$ cat config.mk
export PLATFORM = sky130hd
export DESIGN_NAME = chm_queue
export DESIGN_NICKNAME = d
export VERILOG_FILES = /design/src/sv/chm_pkg.sv /design/src/sv/chm_queue.sv
export SDC_FILE = /design/constraint.sdc
export NUM_CORES = 1
export LEC_CHECK = 0
export ABC_AREA = 1
export BUFFER_PORTS_ARGS = -buffer_cell sky130_fd_sc_hd__buf_2
export CAP_MARGIN = 25
export CORE_UTILIZATION = 29
export DETAILED_ROUTE_END_ITERATION = 6
export GPL_TIMING_DRIVEN = 1
export HOLD_SLACK_MARGIN = 0.15
export PLACE_DENSITY = 0.57
export SYNTH_ARGS = -nofsm -noshare
export SYNTH_HDL_FRONTEND = slang
export SYNTH_SLANG_ARGS = --single-unit
$ cat constraint.sdc
create_clock -name clk -period 3.9 [get_ports clk]
set_clock_uncertainty 0.05 [all_clocks]
set_input_delay 1.17 -clock clk [delete_from_list [all_inputs] [get_ports clk]]
set_output_delay 1.17 -clock clk [all_outputs]
set_load 0.02 [all_outputs]
$ cat src/sv/chm_pkg.sv
// Shared constants, codes and types of the chained hash map core.
// No dependencies; every other file but chm_ram imports this package.
`default_nettype none
package chm_pkg;
	localparam int POOL_ENTRIES = 4096;
	localparam int BUCKET_SLOTS = 1024;
	localparam int SLOT_W = $clog2(POOL_ENTRIES + 1);
	localparam int BKT_W = (BUCKET_SLOTS > 1) ? $clog2(BUCKET_SLOTS) : 1;
	localparam int CNT_W = 11;
	localparam int KEY_W = 32;
	localparam int KIND_W = 3;
	localparam int USED_W = 13;
	localparam logic [CNT_W-1:0] BUCKET_COUNT_RESET = CNT_W'(5);

	localparam logic [KIND_W-1:0] KIND_GET = 3'd0;
	localparam logic [KIND_W-1:0] KIND_PUT = 3'd1;
	localparam logic [KIND_W-1:0] KIND_INSERT = 3'd2;
	localparam logic [KIND_W-1:0] KIND_FIND = 3'd3;
	localparam logic [KIND_W-1:0] KIND_ERASE = 3'd4;
	localparam logic [KIND_W-1:0] KIND_CLEAR = 3'd5;

	typedef struct packed {
		logic [KIND_W-1:0] kind;
		logic [KEY_W-1:0] lookup_key;
		logic [KEY_W-1:0] value_in;
		logic [BKT_W-1:0] bucket;
	} chm_job_t;

	typedef struct packed {
		logic init_busy;
	} chm_back_stat_t;

	// Clamp a pool link to a valid slot, zero otherwise
	function automatic logic [SLOT_W-1:0] slot_ok(input logic [SLOT_W-1:0] s);
		return (s <= SLOT_W'(POOL_ENTRIES)) ? s : '0;
	endfunction
endpackage
`default_nettype wire

$ cat src/sv/chm_queue.sv
// Two-entry job queue between the front and back ends.
// Depends on chm_pkg for the job type.
`default_nettype none
module chm_queue import chm_pkg::*; (
	input wire logic clk,
	input wire logic arst_n,
	input wire logic push_valid,
	output logic push_ready,
	input wire chm_job_t push_data,
	output logic pop_valid,
	input wire logic pop,
	output chm_job_t pop_data
);
	chm_job_t slot_q [2];
	logic wr_q;
	logic rd_q;
	logic [1:0] cnt_q;
	logic do_push;
	logic do_pop;

	assign push_ready = (cnt_q != 2'd2);
	assign pop_valid = (cnt_q != 2'd0);
	assign pop_data = slot_q[rd_q];
	assign do_push = push_valid && push_ready;
	assign do_pop = pop && pop_valid;

	// Advance pointers and fill count
	always_ff @(posedge clk or negedge arst_n) begin
		if (!arst_n) begin
			wr_q <= 1'b0;
			rd_q <= 1'b0;
			cnt_q <= 2'd0;
		end else begin
			if (do_push) begin
				wr_q <= ~wr_q;
			end
			if (do_pop) begin
				rd_q <= ~rd_q;
			end
			cnt_q <= cnt_q + {1'b0, do_push} - {1'b0, do_pop};
		end
	end

	// Store entries
	always_ff @(posedge clk) begin
		if (do_push) begin
			slot_q[wr_q] <= push_data;
		end
	end
endmodule
`default_nettype wire

# --- After elaboration in Yosys (flattened, before gate mapping) ---
# Memories as Yosys holds them, arrays and structs flattened.
# Cells that the tools add are included.
op_classes:
  n_bitwise: 2
  reduce_logical: 3
  muxes: 2
  order_cmp: 0
  shift: 0
  div_mod_pow: 0
  add_sub_neg: 2
  mul: 0
  n_eq_ne: 1
ops:
  columns: ["cell", "count"]
  rows:
  - ["2-bit by 1-bit adder with 2-bit output", 1]
  - ["1-bit logical AND", 2]
  - ["1-bit 2-to-1 mux", 2]
  - ["2-bit inequality test, second input constant", 1]
  - ["1-bit NOT", 2]
  - ["2-bit nonzero test", 1]
  - ["2-bit by 1-bit subtractor with 2-bit output", 1]
totals:
  reg_bits: 4
  ramBits: 154
  rom_bits: 0
  elab_cells: 14
  mem_count: 1
  latchBits: 0
  in_bits: 81
memory_table:
  columns: ["memory", "words", "word_bits", "read_ports", "rd_clocked_by_memory_dff", "write_ports", "line", "rtl"]
  rows:
  - ["slot_q", 2, 77, 1, 0, 1, "chm_queue.sv:14", "chm_job_t slot_q [2];"]

# --- Depth between registers and ports, before layout ---
# Gate-level depths: netlist of the first run.
logic_depth:
  depth_word: 4
  ltp_mapped: 10

# --- Least setup slack after synthesis of the first run ---
# OpenSTA, ideal clock, no wires.
synth_timing:
  path_kind: "input -> register"
  start: "input push_valid"
  end: "memory slot_q[1][0] (netlist bit), enable pin"
  t_arrival_ns: 4.476
  slack_ns: -1.139
  path_stages: 2
  cell_sequence: "nand2_1 > nor2_1"
synth_via:
  elab_chain_len: 3
synth_lines:
  columns: ["item", "line", "rtl"]
  rows:
  - ["start: declaration", "chm_queue.sv:7", "input wire logic push_valid,"]
  - ["1-bit logical AND", "chm_queue.sv:24", "assign do_push = push_valid && push_ready;"]
  - ["1-bit 2-to-1 mux", "chm_queue.sv:46", "if (do_push) begin"]
  - ["1-bit 2-to-1 mux (implied by the code)", "chm_queue.sv:47", "slot_q[wr_q] <= push_data;"]
  - ["end: declaration", "chm_queue.sv:14", null]
# Every way passes these cells.

==> impl_metrics.env, run 1 <==
export IMPL_rrSetupSlack_ps=1920
export IMPL_ir_worst_vdd_mv=0.285
export IMPL_tightestPinTransition_ps=854
export IMPL_design_core_area_um2=19600
export IMPL_wl_per_cell_um=13.5
export IMPL_tns_ps=0
export IMPL_wl_mm=11.8
export IMPL_synth_area_per_cell_um2=13.4
export IMPL_synth_compound_area_share_pct=0
export IMPL_crit_path_start_kind="register"
export IMPL_maxCapViolations=0
export IMPL_min_delay_start="wr_q$_DFFE_PN0N_"
export IMPL_place_worst_setup_slack_ps=1120
export IMPL_min_to="wr_q$_DFFE_PN0N_"
export IMPL_fin_ws_ps=768
export IMPL_clock_sinks=158
export IMPL_place_congestion=0.702
export IMPL_setup_viol=0
export IMPL_synth_mux_area_fraction_pct=0
export IMPL_clk_latency_ps=410
export IMPL_cp_arrival_ps=1910
export IMPL_cts_buffers=17
export IMPL_hold_viol=0
export IMPL_nNetsFinal=682
export IMPL_reg2reg_from="cnt_q[0]$_DFF_PN0_"
export IMPL_fmax_mhz=319
export IMPL_drt_iter0_drc=150
export IMPL_synthCells=434
export IMPL_grt_pass1_vias=3667
export IMPL_cts_buffer_depth=2
export IMPL_finalPower_w=0.00594
export IMPL_cts_resized=0
export IMPL_hp_class="reg -> reg"
export IMPL_crit_required_ps=2680
export IMPL_finalCriticalPeriod_ps=3130
export IMPL_synthXorXnorAreaFrac_pct=0
export IMPL_maxSlewHeadroom_pct=43.1
export IMPL_layout_cells_non_filler=877
export IMPL_overflow=0
export IMPL_powerDensity_nw_per_um2=797
export IMPL_vias=3615
export IMPL_synth_seq_cells=158
export IMPL_fin_crit_sh_pct=80.3
export IMPL_ys_seq_area_share_pct=81.0
export IMPL_viasPerCell=4.12
export IMPL_syn_area_um2=5830
export IMPL_ys_types=11
export IMPL_cp_end_kind="primary output"
export IMPL_grt_total_usage_pct=11.9
export IMPL_floorplan_initialDensity_pct=29.8
export IMPL_synth_top_family_by_area="simple AND/OR/NAND/NOR gates"
export IMPL_io_buffers=159
export IMPL_synthAdderAreaFrac_pct=0.429
export IMPL_syn_nets=517
export IMPL_antenna_found_initial=0
export IMPL_worstReg2RegEnd="slot_q[0][12]$_DFFE_PP_"
export IMPL_fp_dieH_um=144
export IMPL_placed_cells=845
export IMPL_drv_slew=0
export IMPL_clkTransAtPathRegs_ps=60
export IMPL_status="finished clean"
export IMPL_synth_simple_area_share_pct=16.0
export IMPL_hpwlAfterDp_mm=7.45
export IMPL_drive_gt1_share_pct=31.7
export IMPL_grt_pass1_wl_mm=18.2
export IMPL_antenna_cells=0
export IMPL_rows=51
export IMPL_drc=0
export IMPL_area_growth_pct=27.8
export IMPL_crit_path_max_fanout=78
export IMPL_die_w_um=144
export IMPL_p_leak_nw=3.17
export IMPL_rr_worst_depth=5
export IMPL_drt_antenna_violating_nets=0
export IMPL_postCtsSetupBuffers=0
export IMPL_die_area_um2=20700
export IMPL_cts_tree="built"
export IMPL_cts_hold_buf=0
export IMPL_crit_type="reg -> out"
export IMPL_clock_root_buffer="clkbuf_16"
export IMPL_firstDrtPassIters=4
export IMPL_io_pins=160
export IMPL_fin_util_pct=38.0
export IMPL_grt_start_max_net_pins=79
export IMPL_yosys_warnings=0
export IMPL_grt_setup_unrepaired="no"
export IMPL_htree_levels=4
export IMPL_whs_path_depth=2
## cell families (layout without fill, tap and decap cells)
group                    count (synthesis)  count (layout)
AND/OR/NAND/NOR                        248             248
adder cells (fa/ha/maj)                  2               2
flip-flops                             158             158
buffers and inverters                   26             204
## per-layer routing
metal	wire length [um]	part of all wire (%)	track usage, %	vias to the layer above
li1	-	-	-	1788
met1	5090	43	13.4	1707
met2	5870	50	21.0	111
met3	715	6.0	3.80	9
met4	148	1.3	4.70	0
met5	0	0	0	-
## where the power goes
part | internal, W | switching [W]
clock | 0.000813 | 0.000658
sequential | 0.00232 | 0.0000857
combinational | 0.000575 | 0.00149
## worst max path at each step
stage | from | to | slack (ps) | depth (start not counted)
floorplan | push_valid | slot_q[1][0]$_DFFE_PP_ | 150 | 2
detailed placement | push_valid | slot_q[0][33]$_DFFE_PP_ | 1120 | 4
finish | rd_q$_DFFE_PN0P_ | pop_data[24] | 770 | 4
CTS | rd_q$_DFFE_PN0P_ | pop_data[24] | 720 | 4
global placement | push_valid | slot_q[0][27]$_DFFE_PP_ | 1140 | 4
global route | rd_q$_DFFE_PN0P_ | pop_data[32] | 610 | 4
## sequential cells by signal, summed over array words and instances, names as in the netlist
register,count
slot_q,154
wr_q,1
rd_q,1
cnt_q,2
## through the flow
stage	area [um^2]	hold slack, ps
after floorplan	5830	392
after global placement	6920	405
after detailed placement	6920	438
after CTS	7450	453
after global routing	7450	482
final	7450	447
## worst max-delay path: stages, from the launching register on
cell and delay (ps):
dfrtp_2 370, buf_4 670, nand2_1 120, nand2_1 140, buf_2 170
## synth_stat cells
master / count / area (um^2)
buf_2: 11 / 55.1
buf_4: 3 / 22.5
buf_6: 3 / 33.8
dfrtp_1: 4 / 100
edfxtp_1: 154 / 4620
ha_1: 2 / 25.0
inv_1: 8 / 30.0
inv_2: 1 / 3.75
nand2_1: 244 / 916
nand3_1: 3 / 15.0
nor2_1: 1 / 3.75
## placed cells by master, fill, tap and decap left out, types with 2 or more instances in the layout
cell / n
buf_12: 3
inv_6: 3
clkbuf_16: 17
edfxtp_1: 154
clkinv_4: 2
dfrtp_1: 3
nand3_1: 3
clkinvlp_4: 5
nand2_1: 244
ha_1: 2
clkinv_1: 3
inv_1: 7
buf_2: 159
clkbuf_1: 2
## area by class of cell
cell class              instances  area [um^2]
clock buffers                  19          433
clock inverters                13         92.6
fillers                      1914        12100
inverters                       9         35.0
multi-input cells             250          967
flip-flops and latches        158         4730
well taps                     265          332
repair buffers                163          863
Power figures use the tool's default switching activity.
==> inputs of run 2 (changes only) <==
==> constraint.sdc (replaced) <==
create_clock -name clk -period 2.65 [get_ports clk]
set_clock_uncertainty 0.05 [all_clocks]
set_input_delay 0.795 -clock clk [delete_from_list [all_inputs] [get_ports clk]]
set_output_delay 0.795 -clock clk [all_outputs]
set_load 0.02 [all_outputs]
==> run 2 against run 1 <==
  * Register-to-register slack got worse by 980 ps
  * Clock power rose by 80%
  * Highest routed layer is now met5
  * Via count rose by 1.4%
  * Wire length rose by 3.2%
  * Power rose by 57%
  * Sequential power rose by 48%
  * Critical endpoint is now pop_data[21]
  * Global-route usage rose by 0.36 points
  * Design area rose by 2.3%
  * Critical path type unchanged
  * Core utilization rose by 0.87 points
==> impl_metrics.env, run 2 (synthesis gave the netlist of run 1 again) <==
export IMPL_fmax_mhz=401
export IMPL_final_common_cell="nand2_1"
export IMPL_powerDensity_nw_per_um2=1220
export IMPL_area_growth_pct=30.7
export IMPL_finalPower_w=0.00929
export IMPL_hold_viol=0
export IMPL_n_fill_cell=1889
export IMPL_pwr_share_clk_pct=28.5
export IMPL_hpwlAfterDp_mm=7.77
export IMPL_mostFrequentLayoutCells="nand2_1 (244), buf_2 (159), edfxtp_1 (154), clkbuf_16 (17), inv_1 (7)"
export IMPL_viasPerCell=4.16
export IMPL_power_frac_seq_pct=38.1
export IMPL_io_pins=160
export IMPL_grt_pass1_vias=3701
export IMPL_fin_crit_sh_pct=94.2
export IMPL_antenna_found_initial=3
export IMPL_reg_top3="slot_q x154, cnt_q x2"
export IMPL_htree_levels=4
export IMPL_cp_end_kind="primary output"
export IMPL_drive_gt1_share_pct=32.4
export IMPL_floorplan_initialDensity_pct=29.8
export IMPL_grt_total_usage_pct=12.3
export IMPL_p_sw_w=0.00332
export IMPL_cts_tree="built"
export IMPL_largest_register="slot_q"
export IMPL_crit_type="reg -> out"
export IMPL_nNetsFinal=685
export IMPL_drv_slew=0
export IMPL_postCtsSetupBuffers=0
export IMPL_place_congestion=0.659
export IMPL_clkTransAtPathRegs_ps=60
export IMPL_crit_required_ps=1810
export IMPL_tns_ps=0
export IMPL_cts_buffer_depth=2
export IMPL_hold_ws_ps=437
export IMPL_clock_sinks=158
export IMPL_vias=3664
export IMPL_largest_reg_flops=154
export IMPL_p_int_w=0.00597
export IMPL_final_area_um2=7620
export IMPL_die_w_um=144
export IMPL_placed_area_um2=6970
export IMPL_io_buffers=159
export IMPL_p_leak_nw=3.26
export IMPL_grt_start_max_net_pins=79
export IMPL_crit_path_start_kind="register"
export IMPL_swShare_pct=35.7
export IMPL_clk_latency_ps=410
export IMPL_die_area_um2=20700
export IMPL_crit_path_max_fanout=36
export IMPL_grt_pass1_wl_mm=18.8
export IMPL_ir_worst_vdd_mv=0.466
export IMPL_cts_buffers=17
export IMPL_fp_dieH_um=144
export IMPL_comb_power_share_pct=33.4
export IMPL_fin_util_pct=38.9
export IMPL_design_core_area_um2=19600
export IMPL_setup_viol=0
export IMPL_tightestPinTransition_ps=534
export IMPL_firstDrtPassIters=4
export IMPL_finalCriticalPeriod_ps=2500
export IMPL_wl_per_cell_um=13.9
export IMPL_drt_iter0_drc=101
export IMPL_clock_root_buffer="clkbuf_16"
export IMPL_status="finished clean"
export IMPL_wl_mm=12.2
export IMPL_maxSlewHeadroom_pct=64.4
export IMPL_grt_setup_unrepaired="no"
export IMPL_drc=0
export IMPL_drt_antenna_violating_nets=0
export IMPL_maxCapViolations=0
export IMPL_hp_class="reg -> reg"
export IMPL_rows=51
export IMPL_cp_arrival_ps=1650
export IMPL_overflow=0
run 2: cell types whose count changed in the layout (fill, tap and decap cells not counted), moves of 2 or more:
cell	delta
clkbuf_1	-2
clkinvlp_4	-3
clkinv_2	+2
bufinv_16	+5
buf_12	+2
clkinv_1	-2
run 2: worst paths after layout:
kind                               startpoint                 endpoint  slack (ps)  cells after the start
hold reg to reg              wr_q$_DFFE_PN0N_         wr_q$_DFFE_PN0N_         440                      2
setup reg to reg           cnt_q[1]$_DFF_PN0_  slot_q[1][49]$_DFFE_PP_         940                      4
max in group asynchronous              arst_n         rd_q$_DFFE_PN0P_        1730                      2
setup / recovery             rd_q$_DFFE_PN0P_             pop_data[21]         150                      5
min in group asynchronous              arst_n       cnt_q[1]$_DFF_PN0_         670                      2
hold / removal               wr_q$_DFFE_PN0N_         wr_q$_DFFE_PN0N_         440                      2
run 2: cell type report:
class | instances | area, um^2 | area share [%]
Inverter | 9 | 38.8 | 0.509
Tap cell | 265 | 332 | 4.35
Antenna cell | 1 | 2.50 | 0.0328
Clock buffer | 17 | 425 | 5.58
Multi-Input combinational cell | 250 | 967 | 12.7
Clock inverter | 14 | 215 | 2.82
Sequential cell | 158 | 4730 | 62.0
Timing Repair Buffer | 166 | 913 | 12.0
run 2: critical path: stages (launching register included):
cell	delay, ps
dfrtp_2	390
clkinv_2	250
buf_12	270
nand2_1	70
nand2_1	70
buf_2	160
run 2: power by group through the flow:
| stage | Combinational (W) | Clock, W | Sequential (W) |
|---|---|---|---|
| floorplan | 0.00206 | 0 | 0.00357 |
| global placement | 0.00313 | 0 | 0.00358 |
| detailed placement | 0.00317 | 0 | 0.00360 |
| CTS | 0.00318 | 0.00271 | 0.00355 |
| global route | 0.00346 | 0.00283 | 0.00359 |
| finish | 0.00310 | 0.00265 | 0.00354 |
run 2: metrics by stage:
stage | worst slack (ps) | instances
after floorplan | 126 | 434
after global placement | 507 | 847
after detailed placement | 496 | 847
after CTS | 40.4 | 879
after global routing | 13.7 | 879
final | 153 | 880
run 2: routing by layer:
| layer | GRT usage (%) | part of all wire [%] |
|---|---|---|
| met1 | 14.5 | 44 |
| met2 | 20.3 | 48 |
| met3 | 5.03 | 7.0 |
| met4 | 3.92 | 0.97 |
| met5 | 0 | 0.19 |
run 2: what timing repair did:
| item | 4_1_cts | 5_1_grt |
|---|---|---|
| setup endpoints to repair | 0 | 14 |
| hold buffers | 1 | 0 |
| hold endpoints to repair | 4 | 0 |
| gates resized for setup | 0 | 1 |
