===== src/sv/chm_pkg.sv =====
// Shared constants, codes and types of the chained hash map core.
// No dependencies; every other file but chm_ram imports this package.
`default_nettype none
package chm_pkg;
	localparam int POOL_ENTRIES = 4096;
	localparam int BUCKET_SLOTS = 1024;
	localparam int SLOT_W = $clog2(POOL_ENTRIES + 1);
	localparam int BKT_W = (BUCKET_SLOTS > 1) ? $clog2(BUCKET_SLOTS) : 1;
	localparam int CNT_W = 11;
	localparam int KEY_W = 32;
	localparam int KIND_W = 3;
	localparam int USED_W = 13;
	localparam logic [CNT_W-1:0] BUCKET_COUNT_RESET = CNT_W'(5);

	localparam logic [KIND_W-1:0] KIND_GET = 3'd0;
	localparam logic [KIND_W-1:0] KIND_PUT = 3'd1;
	localparam logic [KIND_W-1:0] KIND_INSERT = 3'd2;
	localparam logic [KIND_W-1:0] KIND_FIND = 3'd3;
	localparam logic [KIND_W-1:0] KIND_ERASE = 3'd4;
	localparam logic [KIND_W-1:0] KIND_CLEAR = 3'd5;

	typedef struct packed {
		logic [KIND_W-1:0] kind;
		logic [KEY_W-1:0] lookup_key;
		logic [KEY_W-1:0] value_in;
		logic [BKT_W-1:0] bucket;
	} chm_job_t;

	typedef struct packed {
		logic init_busy;
	} chm_back_stat_t;

	// Clamp a pool link to a valid slot, zero otherwise
	function automatic logic [SLOT_W-1:0] slot_ok(input logic [SLOT_W-1:0] s);
		return (s <= SLOT_W'(POOL_ENTRIES)) ? s : '0;
	endfunction
endpackage
`default_nettype wire


===== src/sv/chm_req_if.sv =====
// Request channel of the chained hash map core.
// Depends on chm_pkg for field widths.
`default_nettype none
interface chm_req_if import chm_pkg::*; ();
	logic valid;
	logic ready;
	logic [KIND_W-1:0] kind;
	logic signed [KEY_W-1:0] lookup_key;
	logic signed [KEY_W-1:0] value_in;
	modport source(output valid, kind, lookup_key, value_in, input ready);
	modport sink(input valid, kind, lookup_key, value_in, output ready);
endinterface
`default_nettype wire


===== src/sv/chm_front.sv =====
// Front end: accepts requests and computes the bucket index (iterative modulo).
// Depends on chm_pkg and chm_req_if.
`default_nettype none
module chm_front import chm_pkg::*; (
	input wire logic clk,
	input wire logic arst_n,
	input wire logic [CNT_W-1:0] bucket_count,
	input wire chm_back_stat_t stat,
	chm_req_if.sink req,
	output logic job_valid,
	input wire logic job_ready,
	output chm_job_t job
);
	localparam int DIG = 4;
	localparam int DIV_STEPS = 64 / DIG;
	localparam int STEP_W = $clog2(DIV_STEPS);
	localparam logic [1:0] F_IDLE = 2'd0;
	localparam logic [1:0] F_DIV = 2'd1;
	localparam logic [1:0] F_PUSH = 2'd2;

	logic [1:0] st_q;
	chm_job_t job_q;
	logic [63:0] div_q;
	logic [CNT_W-1:0] rem_q;
	logic [STEP_W-1:0] step_q;
	logic [CNT_W-1:0] n;
	logic [CNT_W-1:0] rem_nx;
	logic [63:0] div_nx;

	// Clamp the modulus to 1..BUCKET_SLOTS
	always_comb begin
		if (bucket_count == '0) begin
			n = CNT_W'(1);
		end else if (bucket_count > CNT_W'(BUCKET_SLOTS)) begin
			n = CNT_W'(BUCKET_SLOTS);
		end else begin
			n = bucket_count;
		end
	end

	// Four restoring remainder steps per cycle
	always_comb begin
		rem_nx = rem_q;
		div_nx = div_q;
		for (int i = 0; i < DIG; i++) begin
			rem_nx = {rem_nx[CNT_W-2:0], div_nx[63]};
			div_nx = {div_nx[62:0], 1'b0};
			if (rem_nx >= n) begin
				rem_nx = rem_nx - n;
			end
		end
	end

	assign req.ready = (st_q == F_IDLE) && !stat.init_busy;
	assign job_valid = (st_q == F_PUSH);
	assign job = job_q;

	// Sequence accept, divide and hand-off
	always_ff @(posedge clk or negedge arst_n) begin
		if (!arst_n) begin
			st_q <= F_IDLE;
		end else begin
			case (st_q)
				F_IDLE: begin
					if (req.valid && req.ready) begin
						st_q <= (req.kind >= KIND_CLEAR) ? F_PUSH : F_DIV;
					end
				end
				F_DIV: begin
					if (step_q == STEP_W'(DIV_STEPS - 1)) begin
						st_q <= F_PUSH;
					end
				end
				F_PUSH: begin
					if (job_ready) begin
						st_q <= F_IDLE;
					end
				end
				default: st_q <= F_IDLE;
			endcase
		end
	end

	// Hold the request and the remainder datapath
	always_ff @(posedge clk) begin
		if (st_q == F_IDLE && req.valid && req.ready) begin
			job_q.kind <= req.kind;
			job_q.lookup_key <= req.lookup_key;
			job_q.value_in <= req.value_in;
			job_q.bucket <= '0;
			div_q <= {{32{req.lookup_key[KEY_W-1]}}, req.lookup_key};
			rem_q <= '0;
			step_q <= '0;
		end else if (st_q == F_DIV) begin
			div_q <= div_nx;
			rem_q <= rem_nx;
			step_q <= step_q + STEP_W'(1);
			if (step_q == STEP_W'(DIV_STEPS - 1)) begin
				job_q.bucket <= rem_nx[BKT_W-1:0];
			end
		end
	end
endmodule
`default_nettype wire


===== src/flat_wrapper.sv =====
// flat-port wrapper written by rule: the top's interface ports become plain ports
module chm_front_flat import chm_pkg::*;
  (clk, arst_n, bucket_count, stat, job_valid, job_ready, job, req_valid, req_kind, req_lookup_key, req_value_in, req_ready);
  chm_req_if req_i ();
  input wire logic clk;
  input wire logic arst_n;
  input wire logic [CNT_W-1:0] bucket_count;
  input wire chm_back_stat_t stat;
  output logic job_valid;
  input wire logic job_ready;
  output chm_job_t job;
  input wire logic [$bits(req_i.valid)-1:0] req_valid;
  input wire logic [$bits(req_i.kind)-1:0] req_kind;
  input wire logic [$bits(req_i.lookup_key)-1:0] req_lookup_key;
  input wire logic [$bits(req_i.value_in)-1:0] req_value_in;
  output wire logic [$bits(req_i.ready)-1:0] req_ready;
  assign req_i.valid = req_valid;
  assign req_i.kind = req_kind;
  assign req_i.lookup_key = req_lookup_key;
  assign req_i.value_in = req_value_in;
  assign req_ready = req_i.ready;
  chm_front u_core (.clk(clk), .arst_n(arst_n), .bucket_count(bucket_count), .stat(stat), .req(req_i), .job_valid(job_valid), .job_ready(job_ready), .job(job));
endmodule

===== config.mk =====
export PLATFORM = sky130hd
export DESIGN_NAME = chm_front_flat
export DESIGN_NICKNAME = d
export VERILOG_FILES = /design/src/sv/chm_pkg.sv /design/src/sv/chm_req_if.sv /design/src/sv/chm_front.sv /design/src/flat_wrapper.sv
export SDC_FILE = /design/constraint.sdc
export NUM_CORES = 1
export LEC_CHECK = 0
export ABC_CLOCK_PERIOD_IN_PS = 20900
export BUFFER_PORTS_ARGS = -buffer_cell sky130_fd_sc_hd__buf_2
export CAP_MARGIN = 15
export CORE_MARGIN = 2
export CORE_UTILIZATION = 25
export CTS_CLUSTER_SIZE = 10
export DETAILED_ROUTE_END_ITERATION = 8
export PLACE_DENSITY = 0.53
export REMOVE_ABC_BUFFERS = 1
export SYNTH_ARGS = -nofsm -noshare
export SYNTH_HDL_FRONTEND = slang
export SYNTH_SLANG_ARGS = --single-unit

===== constraint.sdc =====
create_clock -name clk -period 20.9 [get_ports clk]
set_input_delay 1.045 -clock clk [delete_from_list [all_inputs] [get_ports clk]]
set_output_delay 1.045 -clock clk [all_outputs]
set_load 0.03 [all_outputs]

**After elaboration in Yosys (flattened, before gate mapping)**

Index checks and enable logic that the tools add are counted.

- Add/sub/neg operators: 5
- Multiply operators: 0
- Div/mod/pow operators: 0
- Magnitude comparators: 6
- Equal/unequal tests: 6
- Shift-type cells: 0
- Muxes and demuxes: 13
- Bitwise operators: 0
- Reduce and logical (&&, ||, !) cells: 10

Operators by type and width:

| kind | number |
|---|---|
| 2-to-1 mux 64 bit | 2 |
| greater-or-equal comparator 11 bit | 4 |
| 2-to-1 mux 10 bit | 4 |
| subtractor 10 bit | 4 |
| 2-to-1 mux 11 bit | 2 |
| greater-than comparator 11 bit (second input constant) | 1 |
| logical NOT 11 bit | 1 |
| 2-to-1 mux 2 bit | 4 |
| one-hot mux 2 bit (3 select lines) | 1 |
| adder 4 x 1 -> 4 bit (second input constant) | 1 |
| equality test 4 bit (second input constant) | 1 |
| logical AND 1 bit | 4 |
| inequality test 2 x 1 -> 1 bit (second input constant) | 2 |
| greater-or-equal comparator 3 bit (second input constant) | 1 |
| AND reduction 3 bit | 1 |
| equality test 2 x 1 -> 1 bit (second input constant) | 1 |
| equality test 2 bit (second input constant) | 1 |
| logical NOT 2 bit | 1 |
| inequality test 2 bit (second input constant) | 1 |
| AND reduction 2 bit | 1 |
| nonzero test 2 bit | 1 |
| logical NOT 1 bit | 1 |

- Register bits after elaboration: 157
- Bits in latches: 0
- RAM bits: 0
- ROM bits: 0
- Bits of input ports: 83
- Output and inout port bits: 79
- Logic and storage cells: 48
- Memories kept: 0

**Longest topological paths before layout**

Gate-level depths: netlist (run 1).

- Depth in word-level cells: 11
- Depth in mapped cells: 39
- Depth with buffers taken out: 36

**Worst setup path after synthesis (run 1)**

Ideal clock, no wire load.

- Path type: in2reg
- From: input bucket_count[7]
- To: register u_core.job_q, in the netlist u_core.job[6]
- Library setup time: 132 ps
- Arrival time: 8264 ps
- Data required time: 20768 ps
- Path slack: 12504 ps
- Cell stages on the path: 36
- Buffers on the path: 2
- Path through: nor4_1 a31oi_1 nor2_1 ha_1 inv_1 fa_1 a211oi_1 nor2_1 o21ba_1 o21ai_0 nand2b_1 xor2_1 mux2_2 ha_1 nand4_1 nor3_2 a2111o_2 o22ai_4 mux2_4 inv_1 ha_1 nor2b_1 o31ai_1 a21oi_1 a21bo_2 buf_2 o311ai_2 ha_1 a21o_1 a21oi_1 nor3b_2 a31oi_1 a31oi_4 buf_6 mux2i_2 a21oi_1

- Word-level cells in the longest chain between the ends: 11
- Elaborated cells between the ends (all ways): 16
- Classes of those cells: add/sub: 4; order compare: 5; mux: 6; reduce/logical: 1

Ends and longest elaborated chain:

| element | RTL line | source |
|---|---|---|
| start, declared | flat_wrapper.sv:7 | `input wire logic [CNT_W-1:0] bucket_count;` |
| greater-than comparator 11 bit | chm_front.sv:34 | `end else if (bucket_count > CNT_W'(BUCKET_SLOTS)) begin` |
| 2-to-1 mux 11 bit | chm_front.sv:34 |  |
| 2-to-1 mux 11 bit * | chm_front.sv:32 | `if (bucket_count == '0) begin` |
| subtractor 10 bit / greater-or-equal comparator 11 bit (equally long branches) | chm_front.sv:49, chm_front.sv:48 |  |
| 2-to-1 mux 10 bit | chm_front.sv:48 | `if (rem_nx >= n) begin` |
| subtractor 10 bit / greater-or-equal comparator 11 bit (equally long branches) | chm_front.sv:49, chm_front.sv:48 |  |
| 2-to-1 mux 10 bit | chm_front.sv:48 |  |
| subtractor 10 bit / greater-or-equal comparator 11 bit (equally long branches) | chm_front.sv:49, chm_front.sv:48 |  |
| 2-to-1 mux 10 bit | chm_front.sv:48 |  |
| subtractor 10 bit / greater-or-equal comparator 11 bit (equally long branches) | chm_front.sv:49, chm_front.sv:48 |  |
| 2-to-1 mux 10 bit * | chm_front.sv:48 |  |
| end, declared | chm_front.sv:22 | `chm_job_t job_q;` |

Mark *: on every way between the ends. The rest lies on a longest branch, timed or not.
A chain may end at the register's enable or synchronous reset.

**Worst setup path in the final report (run 1)**

- From: input bucket_count[7]
- To: register u_core.rem_q[7]

- Word-level cells in the longest chain between the ends: 11
- Elaborated cells between the ends (all ways): 16
- Classes of those cells: add/sub: 4; order compare: 5; mux: 6; reduce/logical: 1

Ends and longest elaborated chain:

| element | RTL line | source |
|---|---|---|
| greater-than comparator 11 bit | chm_front.sv:34 |  |
| 2-to-1 mux 11 bit | chm_front.sv:34 |  |
| 2-to-1 mux 11 bit * | chm_front.sv:32 |  |
| subtractor 10 bit / greater-or-equal comparator 11 bit (equally long branches) | chm_front.sv:49, chm_front.sv:48 |  |
| 2-to-1 mux 10 bit | chm_front.sv:48 |  |
| subtractor 10 bit / greater-or-equal comparator 11 bit (equally long branches) | chm_front.sv:49, chm_front.sv:48 |  |
| 2-to-1 mux 10 bit | chm_front.sv:48 |  |
| subtractor 10 bit / greater-or-equal comparator 11 bit (equally long branches) | chm_front.sv:49, chm_front.sv:48 |  |
| 2-to-1 mux 10 bit | chm_front.sv:48 |  |
| subtractor 10 bit / greater-or-equal comparator 11 bit (equally long branches) | chm_front.sv:49, chm_front.sv:48 |  |
| 2-to-1 mux 10 bit * | chm_front.sv:48 |  |
| end signal, assigned | chm_front.sv:96 | `rem_q <= rem_nx;` |
| end, declared | chm_front.sv:24 | `logic [CNT_W-1:0] rem_q;` |

Marked as above.

==> impl_metrics.csv, run 1 <==
group,metric,value,unit
floorplan,rows,65,
synth,synthSimpleGateAreaFrac,0.1560,
setup_path,max_stage_delay,0.79,ns
floorplan,initial_core_util,0.2553,
timing,min_period,9.721,ns
grt,grt_max_degree,72,
placement,numPortBuffers,161,
floorplan,fp.dieW,184.0,um
clock_network,post_cts_resized,0,
setup_path,r2r_end,"u_core.rem_q[7]",
timing,finClkSkew,0.01201,ns
synth,synthMostInstantiatedCell,"nand2_1",
drt,num_vias,6166,
timing,finalSetupTns,0,ns
setup_path,crit_path_end_kind,"register",
grt,gr-total-overflow,0,
setup_path,crit_slowest_cell,"a21oi_1",
synth,synthFlopType,"edfxtp_1",
synth,yosysSeqAreaShare,0.5512,
setup_path,reg2reg_from,"u_core.div_q[63]",
finish,areaGrowthSynthToFinish,22.83,%
drt,dr.pass1.iters,5,
grt,grt_pass1_wl,33300,um
synth,yosys-top-cells-count,"nand2_1, edfxtp_1, ha_1",
timing,rsz0062_at_grt,"false",
clock_network,path_clk_slew,0.07,ns
timing,slew_headroom,0.2701,
placement,hpwl,15930,um
synth,synth_mux_area_frac,0.02441,
synth,syn_area_per_cell,11.02,um2
clock_network,hold_buffers,0,
synth,ys_warn_count,0,
clock_network,clkSinkCount,157,
synth,synth_fa_ha_area_frac,0.07941,
clock_network,cts_tree,"done",
setup_path,path_class,"in -> reg",
floorplan,core_area,31720,um2
placement,pre_cts_slack,10.86,ns
synth,synth_top_area_share,0.4857,
grt,antenna_found_initial,2,
setup_path,startpoint_type,"input pin",
drt,dr.first_iter.drc_count,446,
clock_network,cts_inserted_buffers,17,
timing,setup_viol,0,
clock_network,cts_max_level,4,
placement,place.gp.congestion,0.8856,
floorplan,die_y,184.0,um
drt,vias_per_cell,4.693,
synth,async_flop_share,0.01274,
setup_path,path_max_fanout,18,
synth,synth_edf_count,131,
synth,synth_compound_area_frac,0.1397,
clock_network,cts_root_buf,"clkbuf_16",
setup_path,required,21.19,ns
setup_path,arrival,10.01,ns
timing,hold_slack,0.4114,ns
synth,synth_cell_types,81,
finish,drive_above_1_share,0.2566,
synth,synthCells,735,
finish,fin_nets,1031,
clock_network,clockBufferDepth,2,
finish,nFillCells,3282,
setup_path,cp-startpoint,"bucket_count[7]",
timing,finalHoldViolCount,0,
synth,synth_xor_xnor_area_share,0.02920,
timing,worst_pin_slew,1.092,ns
grt,grt_pass1_vias,6157,
timing,fin_crit_sh,0.4651,
drt,wl,21460,um
timing,finalMaxSlewViolations,0,
timing,fin_ws,11.18,ns
finish,n_antenna_cell,0,
drt,final_antenna_net_count,0,
timing,fmaxAchievable,0.1029,GHz
setup_path,reg2reg_slack,12.25,ns
clock_network,clk_latency,0.43,ns
drt,wire_per_inst,16.33,um
grt,grt_usage,0.1275,
setup_path,critical_path.endpoint,"u_core.rem_q[7]",
min_path,hold_class,"in -> async",
synth,ys_top_cells_by_area,"edfxtp_1, nand2_1, ha_1, dfxtp_1, nor2_1",
setup_path,worstRegToRegCells,33,
floorplan,io_pins,162,
clock_network,post-cts-setup-buffer-count,0,
synth,yosys.area.top_type,"edfxtp_1",
finish,multi_input_area,3475,um2
job,cap_viol_max_count,0,
floorplan,die_area,33850,um2
finish,seqCellArea,4464,um2
synth,syn_area,8099,um2
synth,synth.ff_latch_count,157,
drt,drc,0,
run_status,status,"finished clean",
synth,synth_top_family_by_area,"simple AND/OR/NAND/NOR gates",
layout make-up:
| type | instances | share of cell area |
|---|---|---|
| clock inverter | 15 | 0.01685 |
| timing repair buffer | 165 | 0.08401 |
| clock buffer | 17 | 0.04276 |
| sequential | 157 | 0.4487 |
| inverter | 20 | 0.007798 |
| tap | 402 | 0.05056 |
| multi-input combinational | 538 | 0.3493 |
metal layers:
layer | GRT usage | wire length, um
met1 | 0.1672 | 9757
met2 | 0.1995 | 9546
met3 | 0.04279 | 1823
met4 | 0.03712 | 300
met5 | 0 | 27
critical path: cells and delay by family:
kind            cells  cell delay (ns)
xor+xnor            1             0.16
fa+ha+maj           5             1.84
buf+inv             2             0.16
mux                 1             0.29
simple gates       10             1.90
compound gates     17             4.59
cell families (layout without fill, tap and decap cells):
kind of cell	Yosys count	count (layout)
adder cells (fa/ha/maj)	49	49
AO/OA/AOI/OAI	153	153
multiplexers	15	15
AND/OR/NAND/NOR	294	294
buffers and inverters	40	217
XOR/XNOR	27	27
flip-flops	157	157
flip-flops by register name (all words and copies together), names as in the netlist:
| name | count |
|---|---|
| u_core.rem_q | 10 |
| u_core.step_q | 4 |
| u_core.div_q | 64 |
| u_core.st_q | 2 |
| u_core.job | 77 |
placed cells by master, fill, tap and decap left out, types with 5 or more instances in the layout:
cell       count
o21ai_1        7
edfxtp_1     131
nand2_1      183
a31oi_1        8
mux2i_1        5
xor2_1        13
nand3_1       13
nor2b_1        9
o21a_1         7
o21ai_0       31
xnor2_1       14
and3_1         7
inv_1         17
buf_2        161
nor3_1         7
nand4_1        5
ha_1          45
nand2b_1       8
nor2_1        44
a21o_1        15
a21oi_1       31
a211oi_1       8
inv_8          6
clkbuf_16     17
dfxtp_1       24
how the worst min path moves through the flow:
stage | slack (ns) | depth (start not counted) | start | endpoint
6_report | 0.41 | 1 | arst_n | u_core.st_q[1]
5_1_grt | 0.39 | 1 | arst_n | u_core.st_q[0]
2_1_floorplan | 0.44 | 2 | u_core.rem_q[9] | u_core.rem_q[9]
3_3_place_gp | 0.47 | 2 | u_core.step_q[1] | u_core.step_q[1]
3_5_place_dp | 0.49 | 2 | u_core.job[2] | u_core.job[2]
4_1_cts | 0.40 | 1 | arst_n | u_core.st_q[1]
stage by stage:
| stage | utilization | instance area, um2 | cells |
|---|---|---|---|
| 3_5_place_dp | 0.2950 | 9355 | 1282 |
| 3_3_place_gp | 0.2950 | 9355 | 1282 |
| 6_report | 0.3136 | 9948 | 1314 |
| 2_1_floorplan | - | 8011 | 715 |
| 5_1_grt | 0.3136 | 9948 | 1314 |
| 4_1_cts | 0.3136 | 9948 | 1314 |
Power of run 1 is left out: the tool's default activity adds up to more than one toggle a clock period on the data nets, which glitch-free logic cannot reach.
==> run 2, diff against run 1 <==
- ABC_AREA: default -> 1
- ABC_CLOCK_PERIOD_IN_PS: 20900 -> 9100
- PLACE_DENSITY: 0.53 -> 0.52
- clock period: 20.9 -> 9.1 ns (I/O delays scaled with it)
==> run 2 against run 1 <==
Critical path type unchanged. Synthesized cell count is 24% higher. Wire length is 7.2% higher. Clock skew is 0.00079 ns lower.
==> impl_metrics.csv, run 2 <==
group,metric,value,unit
run_status,status,"finished clean",
synth,synth.ff_latch_count,157,
min_path,holdPathStages,1,
clock_network,post_cts_resized,0,
synth,synthCells,910,
timing,finalMaxSlewViolations,0,
drt,wl,23000,um
floorplan,io_pins,162,
clock_network,clockBufferDepth,2,
timing,fin_crit_sh,0.9045,
finish,largest_reg_flops,77,
finish,drive_above_1_share,0.2155,
grt,grt_usage,0.1311,
timing,slew_headroom,0.2783,
timing,setup_viol,0,
clock_network,hold_buffers,1,
job,cap_viol_max_count,0,
grt,antenna_found_initial,3,
setup_path,crit_slowest_cell,"nor2_2",
clock_network,clkSinkCount,157,
clock_network,cts_max_level,4,
synth,synthFlopType,"edfxtp_1",
finish,fin_nets,1205,
timing,rsz0062_at_grt,"false",
setup_path,startpoint_type,"input pin",
setup_path,required,9.47,ns
floorplan,fp.dieW,187.3,um
drt,vias_per_cell,4.295,
setup_path,path_class,"in -> reg",
grt,grt_max_degree,92,
timing,min_period,8.231,ns
drt,wire_per_inst,14.99,um
setup_path,cp_top_family,"simple AND/OR/NAND/NOR gates",
setup_path,cp_num_cells,47,
setup_path,reg2reg_from,"u_core.div_q[63]",
drt,drc,0,
setup_path,path_max_fanout,16,
drt,dr.pass1.iters,5,
clock_network,post-cts-setup-buffer-count,0,
setup_path,r2r_end,"u_core.job[0]",
finish,areaGrowthSynthToFinish,22.81,%
synth,synth_top_area_share,0.4683,
timing,worst_pin_slew,1.082,ns
setup_path,max_stage_delay,0.53,ns
finish,final_cell_mix,"nand2_1, buf_2, edfxtp_1",
drt,final_antenna_net_count,0,
finish,nFillCells,3499,
clock_network,path_clk_slew,0.07,ns
synth,synth_cell_types,47,
min_path,holdCritStartpoint,"req_value_in[23]",
setup_path,crit_path_end_kind,"register",
finish,final_common_cell,"nand2_1",
placement,place.gp.congestion,0.9316,
floorplan,die_y,187.3,um
clock_network,cts_root_buf,"clkbuf_16",
floorplan,initial_core_util,0.2524,
min_path,hold_class,"in -> reg",
timing,fmaxAchievable,0.1215,GHz
setup_path,worstRegToRegCells,40,
grt,grt_pass1_wl,35440,um
synth,yosys-top-cells-count,"nand2_1, edfxtp_1, inv_1",
clock_network,cts_inserted_buffers,17,
grt,gr-total-overflow,0,
drt,num_vias,6589,
timing,finalHoldViolCount,0,
finish,n_antenna_cell,0,
clock_network,clk_latency,0.43,ns
synth,yosysSeqAreaShare,0.5315,
synth,yosys.area.top_type,"edfxtp_1",
setup_path,reg2reg_slack,1.47,ns
synth,syn_area,8399,um2
synth,synth_edf_count,131,
timing,finalSetupTns,0,ns
synth,ys_top_cells_by_area,"edfxtp_1, nand2_1, ha_1, dfxtp_1, inv_1",
floorplan,die_area,35080,um2
min_path,min_to,"u_core.job[33]",
setup_path,arrival,8.60,ns
synth,syn_area_per_cell,9.230,um2
synth,synthMostInstantiatedCell,"nand2_1",
setup_path,cpMostUsedCell,"inv_1",
synth,async_flop_share,0.01274,
timing,finClkSkew,0.01122,ns
drt,dr.first_iter.drc_count,397,
floorplan,rows,67,
synth,ys_warn_count,0,
setup_path,worst-path-buf-inv,12,
grt,grt_pass1_vias,6478,
placement,hpwl,17240,um
placement,numPortBuffers,161,
clock_network,cts_tree,"done",
floorplan,core_area,33280,um2
run 2: changes by cell type after synthesis, moves of 14 or more:
cell,previous run,this run
o21ai_0,31,17
nand2_1,184,332
nor2_1,44,59
inv_1,18,88
nand3_1,13,52
run 2: stage by stage:
step | util | setup slack, ns | instance area, um2 | instances | hold slack (ns)
floorplan | - | 2.258 | 8227 | 887 | 0.1594
global placement | 0.2896 | 0.4971 | 9638 | 1501 | 0.2772
detailed placement | 0.2896 | 0.5627 | 9638 | 1501 | 0.2779
CTS | 0.3099 | 0.9843 | 10310 | 1534 | 0.1803
global route | 0.3099 | 0.2052 | 10310 | 1534 | 0.1780
finish | 0.3099 | 0.8692 | 10310 | 1534 | 0.2011
run 2: cell type report:
class	count	area [um2]	area share
tap	448	560.5	0.05434
sequential	157	4464	0.4328
multi-input combinational	640	3430	0.3325
clock inverter	14	227.7	0.02208
timing repair buffer	167	853.3	0.08273
inverter	90	340.3	0.03299
clock buffer	18	439.2	0.04258
run 2: worst reg2reg max path, delay by kind of cell (launching register included):
| kind | cells | cell delay, ns |
|---|---|---|
| xor gates and xnor gates | 1 | 0.21 |
| adders and majority gates | 5 | 1.39 |
| DFF | 1 | 0.46 |
| and+or+nand+nor | 15 | 2.51 |
| buffers and inverters | 9 | 1.34 |
| AOI/OAI and AO/OA | 10 | 1.64 |
run 2: metal layers:
metal  up-vias  part of all wire  GRT usage
met3        39             0.086    0.05141
met1      2984              0.46     0.1694
met4         6             0.024    0.04731
met2       245              0.43     0.1982
met5         -            0.0013          0
li1       3315                 -          -
run 2: worst max-delay path by stage:
| stage | endpoint | slack, ns | from |
|---|---|---|---|
| floorplan | u_core.job[0] | 2.26 | bucket_count[7] |
| global placement | u_core.job[0] | 0.50 | bucket_count[7] |
| detailed placement | u_core.job[0] | 0.56 | bucket_count[7] |
| CTS | u_core.job[0] | 0.98 | bucket_count[7] |
| global route | u_core.job[0] | 0.21 | bucket_count[7] |
| finish | u_core.job[0] | 0.87 | bucket_count[7] |
run 2: logic make-up after synthesis:
family / count (synthesis) / share of synthesized area
fa+ha+maj: 49 / 0.07657
buf+inv: 113 / 0.06078
compound gates: 71 / 0.05020
xor+xnor: 29 / 0.03024
flops: 157 / 0.5315
simple gates: 491 / 0.2507
Power of run 2 is left out for the same reason.
